<file path="src/rtl/rcod_pkg.sv">
// Types and constants of the rect corner order block.
`default_nettype none

package rcod_pkg;

   localparam int COORD_BITS  = 16;
   localparam int NUM_CORNERS = 4;
   localparam int IDX_BITS    = $clog2(NUM_CORNERS);
   localparam int ABS_BITS    = COORD_BITS;       // |a - b| fits unsigned
   localparam int SQ_BITS     = 2 * ABS_BITS;
   localparam int DIST_BITS   = SQ_BITS + 1;
   localparam int RSP_LATENCY = 6;                // start edge to strobe sample

   typedef logic signed [COORD_BITS-1:0] coord_type;

   typedef struct packed {
      coord_type x;
      coord_type y;
   } corner_type;

   typedef corner_type [NUM_CORNERS-1:0] corner_vec_type;
   typedef logic [NUM_CORNERS-1:0][DIST_BITS-1:0] dist_vec_type;

   typedef struct packed {
      coord_type v0_x;
      coord_type v0_y;
      coord_type v1_x;
      coord_type v1_y;
      coord_type v2_x;
      coord_type v2_y;
      coord_type v3_x;
      coord_type v3_y;
   } req_word_type;

   typedef struct packed {
      coord_type o0_x;
      coord_type o0_y;
      coord_type o1_x;
      coord_type o1_y;
      coord_type o2_x;
      coord_type o2_y;
      coord_type o3_x;
      coord_type o3_y;
   } rsp_word_type;

endpackage

`default_nettype wire

</file>
<file path="src/rtl/rcod_sort.sv">
// Rank four corners by squared distance and register the ordered result word.
`default_nettype none

module rcod_sort (
   input  wire logic                  clock,
   input  wire logic                  reset,
   input  wire logic                  in_valid,
   input  wire rcod_pkg::dist_vec_type   in_dist,
   input  wire rcod_pkg::corner_vec_type in_pts,
   output logic                       rsp_strobe,
   output rcod_pkg::rsp_word_type     rsp_word
);
   import rcod_pkg::*;

   logic [NUM_CORNERS-1:0][IDX_BITS-1:0] rank;
   corner_vec_type                       slot;
   logic                                 strobe_ff;
   rsp_word_type                         word_ff, word_in;

   // rank = number of corners that go ahead; equal distance keeps index order
   always_comb begin
      for (int i = 0; i < NUM_CORNERS; i++) begin
         rank[i] = '0;
         for (int j = 0; j < NUM_CORNERS; j++) begin
            if ((in_dist[j] < in_dist[i]) || ((in_dist[j] == in_dist[i]) && (j < i))) begin
               rank[i] = rank[i] + IDX_BITS'(1);
            end
         end
      end
   end

   // ranks form a permutation, so each slot picks exactly one corner
   always_comb begin
      for (int s = 0; s < NUM_CORNERS; s++) begin
         slot[s] = in_pts[0];
         for (int i = 0; i < NUM_CORNERS; i++) begin
            if (rank[i] == IDX_BITS'(s)) begin
               slot[s] = in_pts[i];
            end
         end
      end
   end

   always_comb begin
      word_in.o0_x = slot[0].x;
      word_in.o0_y = slot[0].y;
      word_in.o1_x = slot[1].x;
      word_in.o1_y = slot[1].y;
      word_in.o2_x = slot[2].x;
      word_in.o2_y = slot[2].y;
      word_in.o3_x = slot[3].x;
      word_in.o3_y = slot[3].y;
   end

   always_ff @(posedge clock) begin
      if (reset) begin
         strobe_ff <= 1'b0;
      end else begin
         strobe_ff <= in_valid;
      end
   end

   always_ff @(posedge clock) begin
      word_ff <= word_in;
   end

   assign rsp_strobe = strobe_ff;
   assign rsp_word   = word_ff;

endmodule

`default_nettype wire

</file>
<file path="config.mk">
export PLATFORM = sky130hd
export DESIGN_NAME = rcod_sort
export DESIGN_NICKNAME = d
export VERILOG_FILES = /design/src/rtl/rcod_pkg.sv /design/src/rtl/rcod_sort.sv
export SDC_FILE = /design/constraint.sdc
export NUM_CORES = 1
export LEC_CHECK = 0
export ABC_AREA = 1
export BUFFER_PORTS_ARGS = -buffer_cell sky130_fd_sc_hd__buf_2
export CELL_PAD_IN_SITES_DETAIL_PLACEMENT = 1
export CELL_PAD_IN_SITES_GLOBAL_PLACEMENT = 1
export CORE_MARGIN = 2
export CORE_UTILIZATION = 33
export CTS_BUF_LIST = sky130_fd_sc_hd__clkbuf_16
export CTS_CLUSTER_SIZE = 25
export DETAILED_ROUTE_END_ITERATION = 6
export PLACE_DENSITY = 0.85
export REMOVE_ABC_BUFFERS = 1
export SKIP_LAST_GASP = 1
export SYNTH_ARGS = -nofsm -noshare
export SYNTH_HDL_FRONTEND = slang
export SYNTH_SLANG_ARGS = --single-unit
</file>
<file path="constraint.sdc">
create_clock -name clock -period 2.8 [get_ports clock]
set_input_delay 0.56 -clock clock [delete_from_list [all_inputs] [get_ports clock]]
set_output_delay 0.56 -clock clock [all_outputs]
set_load 0.05 [all_outputs]
</file>
==> summary.md, run 1 <==
| Metric | Value |
|---|---|
| Number of CTS-inserted buffers | 17 |
| Starting Density | 0.335 |
| DIE HEIGHT | approximately 210 um |
| GRT Total Usage | 0.719 |
| Status | did not finish |
| Clock Sinks | 129 |
| Flops & latches, synth | 129 |
| Root Driver | clkbuf_16 |
| Worst endpoint type | register data pin |
| Pin count of the biggest net entering global routing | 31 |
| Avg Inst Size Synth | 6.11 sq um |
| Syn. warnings | 0 |
| Synth top area share | 0.204 |
| Die Width | about 210 um |
| Standard-cell rows | 73 |
| Mapped cell area | 13400 sq um |
| IO Count | 392 |
| PortBufs | between 300 and 400 |
| GPL Wtd Cong | 0.942 |
| Top cells by area, synth | nand2_1 (20%), dfxtp_1 (19%), ha_1 (19%), nand3_1 (13%), inv_1 (8.7%) |
| Hold buffer count at CTS | 0 |
| Hpwl dp | 53.0 mm |
| Seq/Total Area, Yosys | 0.193 |
| Yosys top cell by area | nand2_1 |
| H-tree depth | 4 |
| Post-synth cell types | 39 |
| Cells after Synth | ~2.2k |
| Worst endpoint after global-route timing repair | rsp_word[23]$_DFF_P_/D |
| CTS max path bufs | 2 |
| Grt total ovfl | 18 |
| Fail Step | global routing |
| Err | [ERROR GRT-0232] Routing congestion too high. Check the congestion heatmap in the GUI. |
cell usage after synthesis (all sizes together):
| cell type | instances |
|---|---|
| a21boi | 2 |
| nand3 | 349 |
| o21ai | 16 |
| and3 | 1 |
| buf | 99 |
| o21bai | 1 |
| nand3b | 1 |
| clkbuf | 3 |
| inv | 316 |
| o21a | 1 |
| or2 | 1 |
| a21o | 9 |
| ha | 204 |
| nor3 | 8 |
| nor2 | 99 |
| o31ai | 1 |
| and2 | 2 |
| nand2 | 744 |
| a221oi | 1 |
| xor2 | 1 |
| nor4b | 1 |
| nand4 | 86 |
| nor4 | 4 |
| clkinv | 1 |
| dfxtp | 129 |
| o211ai | 2 |
| a21oi | 105 |
| xnor2 | 1 |
| a211oi | 1 |
routing by layer:
layer,global-route usage,overflow
met1,0.700,0
met2,0.863,10
met3,0.600,1
met4,0.718,7
met5,0.427,0
cells by family after synthesis:
| kind of cell | Yosys count | synth area share |
|---|---|---|
| flops | 129 | 0.193 |
| simple gates | 1296 | 0.421 |
| compound gates | 139 | 0.0560 |
| fa+ha+maj | 204 | 0.191 |
| buf+inv | 419 | 0.137 |
| xor+xnor | 2 | 0.00243 |
metrics by stage:
step           instance area [sq um]  hold slack [ns]  cells  setup WS, ns  utilization
2_1_floorplan                  12700            0.631   2087         -1.64            -
3_3_place_gp                   17700            0.716   3261        -0.772        0.444
3_5_place_dp                   17700            0.727   3261        -0.947        0.444
4_1_cts                        21200            0.260   3359        -0.148        0.530
timing repair:
item / CTS
buffers inserted: 38
setup endpoints to repair: 128
gates resized for setup: 381
pin swaps: 108
endpoints found under the hold margin: 0
gates cloned: 30
==> inputs of run 2 (changes only) <==
Settings changed: CELL_PAD_IN_SITES_DETAIL_PLACEMENT 1 to unset, CELL_PAD_IN_SITES_GLOBAL_PLACEMENT 1 to unset, CORE_UTILIZATION 33 to 35, CTS_BUF_LIST sky130_fd_sc_hd__clkbuf_16 to unset, CTS_CLUSTER_SIZE 25 to unset, PLACE_DENSITY 0.85 to unset, PLACE_DENSITY_LB_ADDON set to 0.15.
Clock period 2.8 ns to 3.65 ns, I/O delays scaled along.
==> run 2 against run 1 <==
  * The run now ends clean
  * Synthesized cell count did not move
  * Synthesized area is the same
==> summary.md, run 2 <==
| Metric | Value |
|---|---|
| Root Driver | clkbuf_16 |
| Crit path buffers/inverters | 5 |
| Kind of critical path | in -> reg |
| Stages on worst setup path | 18 |
| H-tree depth | 4 (unchanged) |
| Pre-CTS WS | -0.136 ns (+0.811 ns) |
| Cells after Synth | 2189 (unchanged) |
| Critical path fanouts, max | 8 |
| # DRC | 0 |
| Final TNS setup | 0 ns |
| Top cells by count, synth | nand2_1 (729), nand3_1 (345), inv_1 (309), ha_1 (204), dfxtp_1 (129) |
| Die Area | 39800 sq um |
| Slew Limit Fails | 0 |
| Pin count of the biggest net entering global routing | 45 |
| Layout cells sized above 1 | 0.211 |
| Post-route insts no fill | 3119 |
| Synth Flop Type | dfxtp_1 |
| HP Class | in -> reg |
| Power per cell area | around 660 nW/um^2 |
| Hold buffer count at CTS | 0 (unchanged) |
| Standard-cell rows | 71 (-2.7%) |
| Max_cap viols | 0 |
| Share of flip-flops with an asynchronous set or reset | 0 (unchanged) |
| CP required | 3.98 ns |
| Top cells by area, synth | nand2_1 (20%), dfxtp_1 (19%), ha_1 (19%), nand3_1 (13%), inv_1 (8.7%) |
| Routed Antenna Nets | 0 |
| Via/cell ratio | 5.15 |
| Unrepaired setup endpoints after global routing | false |
| # nets final | around 3.1k |
| Mapped cell area | 13400 sq um (unchanged) |
| Vias | around 16k |
| Lkg Pwr | between 10 and 15 nW |
| Antenna violations before repair | 13 |
| Synth-to-layout area growth | 26.4% |
| Post-route setup slack | approximately 0.27 ns |
| Avg Inst Size Synth | 6.11 sq um (unchanged) |
| Final setup vio count | 0 |
| CTS max path bufs | 2 (unchanged) |
| GRT Total Usage | 0.282 |
| Critical path endpoint category | flip-flop |
| Clk slew on worst S/H paths | 0.06 ns |
| Synth top area share | 0.204 (unchanged) |
| CP max stage cell | o31ai_1 |
| Commonest non-fill, non-tap cell in the layout | nand2_1 |
| Crit path cell chain | buf_2 > ha_1 > nand2_1 > buf_4 > nor2_1 > a21oi_1 > o31ai_1 > nand2_1 > o211ai_1 > nand2_1 > inv_1 > ha_1 > xnor2_2 > nand2_2 > buf_4 > nand2_1 > inv_1 > a21oi_1 |
| Max FFs per register | 128 |
| Starting Density | 0.355 (+0.0200) |
| Final core occ | 0.449 |
| Number of synthesized flops with an enable pin | 0 (unchanged) |
| Seq/Total Area, Yosys | 0.193 (unchanged) |
| Most used cell, CP | nand2_1 |
| Cells after DPL | 3082 (-5.5%) |
| FMAX | 296 MHz |
| GPL Wtd Cong | 0.950 (+0.85%) |
| Number of CTS-inserted buffers | 17 (unchanged) |
| Yosys top cell by area | nand2_1 |
| CP top delay family | compound AO/OA/AOI/OAI gates |
| Initial DRC count | 1166 |
| Top-count cell post-synth | nand2_1 |
| DIE HEIGHT | 200 um (-2.8%) |
| Slew headroom | 0.704 |
| Hpwl dp | 45.1 mm (-15%) |
| Core Footprint | 37700 sq um |
| Syn. warnings | 0 (unchanged) |
| PortBufs | 391 (unchanged) |
| CP Launch Type | input pin |
| CP peak stage delay | 0.32 ns |
| Tightest Pin Transition | 0.440 ns |
| Post CTS Setup Buffer Count | 0 (-100%) |
| Most frequent cells in the layout | nand2_1 (726), buf_2 (391), nand3_1 (343), inv_1 (309), ha_1 (204) |
| Final period util | 0.927 |
| Status | finished clean |
| IO Count | 392 (unchanged) |
| CTS tree | yes |
| First-pass GRT wire length | 85.7 mm |
| Routed Wire Length | about 57 mm |
| Tmin final | 3.38 ns |
| First-pass iteration count of the detailed router | 5 |
| CP endpoint | rsp_word[40] |
| Grt total ovfl | 0 |
| Avg WL per Cell | 18.4 um |
| Post-synth cell types | 39 (unchanged) |
| Worst EP arrival | 3.71 ns |
| Flops & latches, synth | 129 (unchanged) |
| Final hold violations | 0 |
| Post-CTS Resized | 0 (-100%) |
| Setup crit start | in_dist[8] |
| Die Width | 200 um (-2.8%) |
| VDD IR max | 0.000425 V |
| Vias in the first global route | 15.4k |
| Clock Sinks | 129 (unchanged) |
-- run 2: layout make-up --
type / count / area, sq um
multi-input cells: 1641 / 8990
flip-flops and latches: 129 / 2580
repair buffers: 484 / 2930
well taps: 511 / 639
fillers: 4114 / 20700
clock inverters: 10 / 138
diodes: 7 / 17.5
inverters: 317 / 1190
clock buffers: 20 / 437
-- run 2: kinds of logic (layout without fill, tap and decap cells) --
group / Yosys count / count (layout) / share of synthesized area
AND/OR/NAND/NOR: 1296 / 1296 / 0.421
buffers and inverters: 419 / 831 / 0.137
adder cells (fa/ha/maj): 204 / 204 / 0.191
AO/OA/AOI/OAI: 139 / 139 / 0.0560
flip-flops: 129 / 129 / 0.193
XOR/XNOR: 2 / 2 / 0.00243
other: 0 / 7 / 0
-- run 2: how the worst min path moves through the flow --
stage	from	to	slack, ns	cells past startpoint
floorplan	reset	rsp_strobe	0.80	1
global placement	reset	rsp_strobe	0.88	2
detailed placement	reset	rsp_strobe	0.89	2
CTS	reset	rsp_strobe	0.43	2
global route	reset	rsp_strobe	0.44	2
finish	reset	rsp_strobe	0.46	2
-- run 2: where the power goes --
part           internal [mW]  total [mW]  leakage [nW]  switching, mW
Combinational           1.88        7.18          8.65           5.29
Sequential              2.08        2.32          1.09          0.240
Clock                   1.06        1.74         0.276          0.671
-- run 2: per-layer routing --
layer  global-route usage  share of wire  up-vias
met5                    0         0.0014        -
met4                0.114          0.034       14
met3               0.0636          0.091      137
met2                0.486           0.47      797
met1                0.336           0.40     7243
li1                     -              -     7875
-- run 2: through the flow --
| stage | hold WS, ns | instance area (sq um) | power (mW) |
|---|---|---|---|
| 6_report | 0.456 | 16900 | 11.2 |
| 5_1_grt | 0.442 | 16900 | 11.9 |
| 4_1_cts | 0.430 | 16900 | 11.2 |
| 3_5_place_dp | 0.894 | 16300 | 9.46 |
| 3_3_place_gp | 0.884 | 16300 | 9.43 |
| 2_1_floorplan | 0.801 | 12700 | 6.85 |
(Power assumes the default switching activity.)
